<file path="src/rtl/kdlp_pkg.sv">
`default_nettype none

package kdlp_pkg;

    localparam int KDLP_SCAN_BITS = 16;
    localparam int KDLP_KEY_W     = 4;
    localparam int KDLP_THR_W     = 8;
    localparam int KDLP_ROWS      = 4;
    localparam int KDLP_COLS      = 4;

    localparam logic [KDLP_THR_W-1:0] KDLP_THR_RESET = 8'd20;
    localparam logic [KDLP_THR_W-1:0] KDLP_THR_LIMIT = 8'd254;

    typedef enum logic [1:0] {
        EVT_SHORT        = 2'd0,
        EVT_LONG         = 2'd1,
        EVT_LONG_RELEASE = 2'd2
    } evt_kind_t;

    typedef struct packed {
        logic [KDLP_SCAN_BITS-1:0] scan_first;
        logic [KDLP_SCAN_BITS-1:0] scan_second;
    } poll_t;

    typedef struct packed {
        logic [KDLP_KEY_W-1:0] key_index;
        logic [1:0]            event_kind;
        logic [5:0]            event_code;
    } evt_t;

    // what one row lane, or the merged decode of a snapshot, reports
    typedef struct packed {
        logic                  hit;
        logic [KDLP_KEY_W-1:0] key;
    } kdlp_hit_t;

endpackage

`default_nettype wire

</file>
<file path="src/rtl/kdlp_row_lane.sv">
`default_nettype none

module kdlp_row_lane #(
    parameter int COLS = kdlp_pkg::KDLP_COLS,
    parameter int ROW  = 0
) (
    input  wire logic [kdlp_pkg::KDLP_SCAN_BITS-1:0] snap,
    output kdlp_pkg::kdlp_hit_t                      lane
);
    import kdlp_pkg::*;

    localparam int BASE = ROW * COLS;

    logic [COLS-1:0] pressed;

    // lines past the snapshot width read as released
    for (genvar c = 0; c < COLS; c++) begin : g_col
        if (BASE + c < KDLP_SCAN_BITS) begin : g_in
            assign pressed[c] = ~snap[BASE + c];
        end
        else begin : g_out
            assign pressed[c] = 1'b0;
        end
    end

    always_comb
    begin
        lane.hit = (pressed != '0) && ((pressed & (pressed - 1'b1)) == '0);
        lane.key = '0;
        for (int c = 0; c < COLS; c++)
        begin
            if (pressed[c])
            begin
                lane.key = KDLP_KEY_W'(BASE + c);
            end
        end
    end

endmodule

`default_nettype wire

</file>
<file path="src/rtl/kdlp_matrix_decode.sv">
`default_nettype none

module kdlp_matrix_decode #(
    parameter int ROWS = kdlp_pkg::KDLP_ROWS,
    parameter int COLS = kdlp_pkg::KDLP_COLS
) (
    input  wire logic [kdlp_pkg::KDLP_SCAN_BITS-1:0] snap,
    output kdlp_pkg::kdlp_hit_t                      dec
);
    import kdlp_pkg::*;

    kdlp_hit_t lanes [ROWS];

    for (genvar r = 0; r < ROWS; r++) begin : g_row
        kdlp_row_lane #(
            .COLS (COLS),
            .ROW  (r)
        ) u_lane (
            .snap (snap),
            .lane (lanes[r])
        );
    end

    // lowest row with a single pressed line wins
    always_comb
    begin
        dec = '0;
        for (int r = ROWS - 1; r >= 0; r--)
        begin
            if (lanes[r].hit)
            begin
                dec = lanes[r];
            end
        end
    end

endmodule

`default_nettype wire

</file>
<file path="src/rtl/keypad_debounce_long_press.sv">
`default_nettype none

// channel  | direction | handshake            | payload
// ---------+-----------+----------------------+---------------------------------
// poll     | in        | poll_valid/poll_stall | scan_first, scan_second
// evt      | out       | evt_valid/evt_stall   | key_index, event_kind, event_code
// cfg      | in        | cfg_valid/cfg_ready   | long_press_ticks (cfg_data)
//
// one poll per cycle unless stalled; a poll's event, if any, shows on evt the next cycle
// unless evt is stalled, then it waits in the skid slot behind the output register
// both snapshots go through ROWS row lanes each in the transfer cycle, then the counter updates
// rst_n clears threshold to 20, hold counter, held key and both output slots
// output register plus one skid slot; poll_stall rises only while the skid slot is full
// cfg_ready is always high, the threshold is written in the same cycle

module keypad_debounce_long_press #(
    parameter int ROWS = kdlp_pkg::KDLP_ROWS,
    parameter int COLS = kdlp_pkg::KDLP_COLS
) (
    input  wire logic                            clk,
    input  wire logic                            rst_n,

    input  wire logic                            poll_valid,
    output logic                                 poll_stall,
    input  wire kdlp_pkg::poll_t                 poll,

    output logic                                 evt_valid,
    input  wire logic                            evt_stall,
    output kdlp_pkg::evt_t                       evt,

    input  wire logic                            cfg_valid,
    output logic                                 cfg_ready,
    input  wire logic [kdlp_pkg::KDLP_THR_W-1:0] cfg_data
);
    import kdlp_pkg::*;

    // threshold register and its effective value (255 acts as 254)
    logic [KDLP_THR_W-1:0] thr_reg;
    logic [KDLP_THR_W-1:0] thr;
    logic [KDLP_THR_W-1:0] thr_plus1;

    // hold counter and latched key
    logic [KDLP_THR_W-1:0] hold_reg;
    logic [KDLP_THR_W-1:0] hold_next;
    logic [KDLP_KEY_W-1:0] held_reg;
    logic [KDLP_KEY_W-1:0] held_next;

    // output register and skid slot
    logic out_valid_reg;
    logic out_valid_next;
    evt_t out_reg;
    evt_t out_next;
    logic skid_valid_reg;
    logic skid_valid_next;
    evt_t skid_reg;
    evt_t skid_next;

    logic      poll_xfer;
    logic      out_take;
    kdlp_hit_t dec_first;
    kdlp_hit_t dec_second;
    logic      res_valid;
    evt_kind_t res_kind;
    logic [KDLP_KEY_W-1:0] res_key;
    evt_t      res_evt;

    assign cfg_ready  = 1'b1;
    assign poll_stall = skid_valid_reg;
    assign poll_xfer  = poll_valid && !poll_stall;
    assign out_take   = out_valid_reg && !evt_stall;
    assign evt_valid  = out_valid_reg;
    assign evt        = out_reg;

    assign thr       = (thr_reg > KDLP_THR_LIMIT) ? KDLP_THR_LIMIT : thr_reg;
    assign thr_plus1 = thr + 1'b1;

    // both snapshots decoded side by side, each by its own set of row lanes
    kdlp_matrix_decode #(
        .ROWS (ROWS),
        .COLS (COLS)
    ) u_dec_first (
        .snap (poll.scan_first),
        .dec  (dec_first)
    );

    kdlp_matrix_decode #(
        .ROWS (ROWS),
        .COLS (COLS)
    ) u_dec_second (
        .snap (poll.scan_second),
        .dec  (dec_second)
    );

    // press / hold / release tracking
    always_comb
    begin
        hold_next = hold_reg;
        held_next = held_reg;
        res_valid = 1'b0;
        res_kind  = EVT_SHORT;
        res_key   = held_reg;
        if (poll_xfer)
        begin
            if (dec_first.hit)
            begin
                // a key counts only when both snapshots agree
                if (dec_second.hit && (dec_second.key == dec_first.key))
                begin
                    held_next = dec_first.key;
                    if (hold_reg < thr)
                    begin
                        hold_next = hold_reg + 1'b1;
                    end
                    else if (hold_reg == thr)
                    begin
                        hold_next = thr_plus1;
                        res_valid = 1'b1;
                        res_kind  = EVT_LONG;
                        res_key   = dec_first.key;
                    end
                end
            end
            else
            begin
                // release: second snapshot does not matter
                hold_next = '0;
                if ((hold_reg != '0) && (hold_reg < thr))
                begin
                    res_valid = 1'b1;
                    res_kind  = EVT_SHORT;
                end
                else if (hold_reg == thr_plus1)
                begin
                    res_valid = 1'b1;
                    res_kind  = EVT_LONG_RELEASE;
                end
            end
        end
    end

    always_comb
    begin
        res_evt.key_index  = res_key;
        res_evt.event_kind = res_kind;
        res_evt.event_code = {res_kind, res_key};
    end

    // output register with skid slot
    always_comb
    begin
        out_valid_next  = out_valid_reg;
        out_next        = out_reg;
        skid_valid_next = skid_valid_reg;
        skid_next       = skid_reg;
        if (skid_valid_reg)
        begin
            // no poll transfer while the skid slot is full
            if (out_take)
            begin
                out_next        = skid_reg;
                skid_valid_next = 1'b0;
            end
        end
        else if (res_valid)
        begin
            if (out_valid_reg && !out_take)
            begin
                skid_next       = res_evt;
                skid_valid_next = 1'b1;
            end
            else
            begin
                out_next       = res_evt;
                out_valid_next = 1'b1;
            end
        end
        else if (out_take)
        begin
            out_valid_next = 1'b0;
        end
    end

    always_ff @(posedge clk or negedge rst_n)
    begin
        if (!rst_n)
        begin
            thr_reg        <= KDLP_THR_RESET;
            hold_reg       <= '0;
            held_reg       <= '0;
            out_valid_reg  <= 1'b0;
            skid_valid_reg <= 1'b0;
        end
        else
        begin
            if (cfg_valid && cfg_ready)
            begin
                thr_reg <= cfg_data;
            end
            hold_reg       <= hold_next;
            held_reg       <= held_next;
            out_valid_reg  <= out_valid_next;
            skid_valid_reg <= skid_valid_next;
        end
    end

    always_ff @(posedge clk)
    begin
        out_reg  <= out_next;
        skid_reg <= skid_next;
    end

    // skid slot is only ever filled behind a full output register
    a_skid_behind_out: assert property (@(posedge clk) disable iff (!rst_n)
        skid_valid_reg |-> out_valid_reg)
        else $error("skid slot full with empty output register");

    // a release always clears the hold counter
    a_release_clears: assert property (@(posedge clk) disable iff (!rst_n)
        (poll_xfer && !dec_first.hit) |=> (hold_reg == '0))
        else $error("hold counter not cleared on release");

    // a long-press event leaves the counter one past the threshold
    a_long_marks: assert property (@(posedge clk) disable iff (!rst_n)
        (res_valid && (res_kind == EVT_LONG)) |=> (hold_reg == $past(thr_plus1)))
        else $error("hold counter wrong after long press");

    // the code shown always matches kind and key
    a_code_match: assert property (@(posedge clk) disable iff (!rst_n)
        evt_valid |-> (evt.event_code == {evt.event_kind, evt.key_index}))
        else $error("event code does not match kind and key");

    // a result is never dropped: none is produced while the skid slot is full
    a_no_overflow: assert property (@(posedge clk) disable iff (!rst_n)
        res_valid |-> !skid_valid_reg)
        else $error("result produced while skid slot full");

endmodule

`default_nettype wire
</file>
<file path="config.mk">
export PLATFORM = sky130hd
export DESIGN_NAME = keypad_debounce_long_press
export DESIGN_NICKNAME = d
export VERILOG_FILES = /design/src/rtl/kdlp_pkg.sv /design/src/rtl/kdlp_row_lane.sv /design/src/rtl/kdlp_matrix_decode.sv /design/src/rtl/keypad_debounce_long_press.sv
export SDC_FILE = /design/constraint.sdc
export NUM_CORES = 1
export LEC_CHECK = 0
export ABC_CLOCK_PERIOD_IN_PS = 7650
export BUFFER_PORTS_ARGS = -buffer_cell sky130_fd_sc_hd__buf_2
export CORE_UTILIZATION = 55
export CTS_CLUSTER_DIAMETER = 150
export DETAILED_ROUTE_END_ITERATION = 12
export PLACE_DENSITY_LB_ADDON = 0.25
export SLEW_MARGIN = 20
export SYNTH_ARGS = -nofsm -noshare
export SYNTH_HDL_FRONTEND = slang
export SYNTH_SLANG_ARGS = --single-unit
</file>
<file path="constraint.sdc">
create_clock -name clk -period 7.65 [get_ports clk]
set_input_delay 1.1475 -clock clk [delete_from_list [all_inputs] [get_ports clk]]
set_output_delay 1.1475 -clock clk [all_outputs]
set_load 0.02 [all_outputs]
</file>
==> reports/results.tsv <==
metric	value	unit
run status	complete, no violations	
final wirelength	6030	um
WP data required	7.57	ns
Clock Tree Root	clkbuf_8	
max-slew violations	0	
# DRC	0	
area grow syn2layout	13.8	%
worst-margin pin slew	0.878	ns
Max rail drop VDD	114	uV
vias in the first global route	2302	
Hold Crit Class	reg2reg	
Pleak	0.00137	uW
crit path from	poll[3]	
post-CTS setup buffers	0	
RD Place Congestion	0.882	
pwr/cell area	232	mW/mm^2
die height	73.8	um
Yosys top cell area share	17.7	%
Final Total Pwr	747	uW
post-route ant nets	0	
first-pass GRT wire length	10000	um
maximum clock frequency	249	MHz
RSZ-0062 raised after global routing	no	
initial drt markers	234	
Cell Area, Synth	0.00283	mm^2
post-synth cell types	59	
critical hold path startpoint	held_reg[2]$_DFFE_PN0P_	
Clock Tree Buf Depth	2	
Mapped Avg Cell Area	9.02	um^2
P_sw	310	uW
total CTS buffers	5	
CP most frequent cell	xnor2_1	
Final Hold Vio Count	0	
hold buffers post-CTS	0	
peak per-stage delay on the critical path	0.67	ns
H-Tree Depth	2	
Syn Nets	370	
post-CTS resize count	0	
DP HPWL	4730	um
critical path, cell by cell	buf_2 -> xnor2_1 -> o211a_1 -> a211oi_1 -> a311oi_1 -> xnor2_1 -> nor4_4 -> nor2_1 -> a21boi_0	
final setup vio count	0	
Gate power share	45.2	%
antenna cells	0	
synthesized flop and latch total	34	
worst-path fanout max	7	
Async SR Flop Fraction	64.7	%
clock share of power	17.4	%
Via Count	2599	
WS Path Type	in2reg	
Flop pwr share	37.4	%
FP Rows	25	
nets@finish	422	
CTS tree	built	
WP buf/inv	1	
Largest delay share family, worst path	compound AO/OA/AOI/OAI gates	
TritonCTS Sinks	34	
switching share of power	41.5	%
Initial Util	58.4	%
Yosys warnings	0	
CORE AREA	0.00485	mm^2
Worst Skew	0.0106	ns
total track usage	23.9	%
clk slew on worst S/H paths	0.07	ns
Int Power	437	uW
initial antenna violation count	0	
synth top area cells	dfrtp_1 18%, edfxtp_1 13%, xnor2_1 7.1%, ha_1 4.9%, nand3_1 4.2%	
Max-slew headroom	41.0	%
Max Cap Viol	0	
CP max stage cell	a21boi_0	
layout cells sized above 1	23.7	%
Wirelength per Cell	13.9	um
area of the die	0.00544	mm^2
setup TNS	0	ns
part of the cycle the worst path needs	52.4	%
crit path time final	4.01	ns
ys flop type	dfrtp_1	
largest net degree at the start of global routing	23	
Worst R2R Start	thr_reg[2]$_DFFE_PN1P_	
total grt overflow	0	
DRT Pass-1 Iters	4	
Vias/cell	5.99	
CP endpoint kind	register	
# IOs	60	
Cells after Synth	314	
cell area after placement	0.00313	mm^2
sequential-to-total area share from yosys stat	32.3	%
die width	73.8	um
IO buf count	58	
final instance area	0.00322	mm^2
WP data arrival	3.93	ns
critical path launch point type	primary input	
Post-synth EDFFs	12	
Synth area leader	dfrtp_1	
Clk Latency, worst-skew pair	0.29	ns
==> worst register-to-register path: cells and delay by family, from the launching register on <==
kind / cells / cell delay [ns]
simple gates: 4 / 0.94
flops: 1 / 0.57
buf+inv: 1 / 0.07
fa+ha+maj: 1 / 0.21
compound gates: 5 / 1.80
==> power groups by stage <==
stage / combinational, uW / sequential [uW] / clock, uW
2_1_floorplan: 255 / 275 / 0
3_3_place_gp: 325 / 281 / 0
3_5_place_dp: 333 / 281 / 0
4_1_cts: 333 / 278 / 132
5_1_grt: 378 / 285 / 142
6_report: 338 / 279 / 130
==> placed cells by master (no fill, tap or decap), drive strengths merged, types with 10 or more instances in the layout <==
| master | count |
|---|---|
| dfrtp | 20 |
| buf | 58 |
| ha | 11 |
| nand4b | 10 |
| o21ai | 16 |
| xnor2 | 23 |
| nand3 | 24 |
| o211ai | 11 |
| edfxtp | 12 |
| inv | 23 |
| mux2 | 10 |
| nand2 | 27 |
| nor2 | 13 |
| a21oi | 11 |
==> metrics by stage <==
step	utilization [%]	cells	hold WS (ns)	setup slack, ns
global route	66.5	434	0.537	3.30
floorplan	-	314	0.477	3.95
global placement	64.5	426	0.488	3.49
CTS	66.3	434	0.514	3.68
finish	66.5	434	0.516	3.64
detailed placement	64.5	426	0.496	3.39
==> Yosys cell counts, drive strengths merged (3+ instances only) <==
library cell,number
o211ai,11
a21o,6
xor2,7
clkbuf,4
nand2,27
a21oi,11
nor4,6
nand4,6
xnor2,23
o22ai,5
or3,3
dfrtp,20
nand3,24
buf,8
a311oi,3
ha,11
edfxtp,12
o211a,5
nand4b,10
mux2i,7
mux2,10
o21a,3
nor3,7
nor2,13
o21ai,16
inv,23
==> area by class of cell <==
class	count	area, um^2
clock inverters	3	16.3
repair buffers	58	290
flip-flops and latches	34	913
well taps	67	83.8
multi-input cells	244	1760
clock buffers	5	68.8
fillers	414	1630
inverters	23	86.3
==> cell families after synthesis <==
| kind of cell | after synthesis | share of synthesized area, % |
|---|---|---|
| xor gates and xnor gates | 30 | 9.28 |
| buffers and inverters | 36 | 5.97 |
| DFF | 34 | 32.3 |
| other | 1 | 0.132 |
| and+or+nand+nor | 108 | 21.1 |
| adders and majority gates | 11 | 4.86 |
| AOI/OAI and AO/OA | 77 | 20.0 |
| muxes | 17 | 6.45 |
==> per-layer routing <==
layer / share of wire [%] / up-vias / GRT usage [%]
met5: 0 / - / 0
met1: 45 / 1210 / 31.3
met2: 48 / 106 / 40.9
met4: 0.88 / 0 / 5.77
met3: 5.9 / 5 / 4.25
li1: - / 1278 / -
==> path summary, 6_finish.rpt <==
kind                            cells after the start                      end  slack (ns)
worst max-delay path                                9         evt[6]$_DFFE_PP_        3.64
worst min-delay path                                1  held_reg[2]$_DFFE_PN0P_        0.52
worst max register to register                     11         evt[6]$_DFFE_PP_        3.69
worst min register to register                      1  held_reg[2]$_DFFE_PN0P_        0.52
max in group asynchronous                           1   thr_reg[4]$_DFFE_PN1P_        6.46
min in group asynchronous                           1     poll_stall$_DFF_PN0_        0.82
Power figures use the tool's default switching activity.
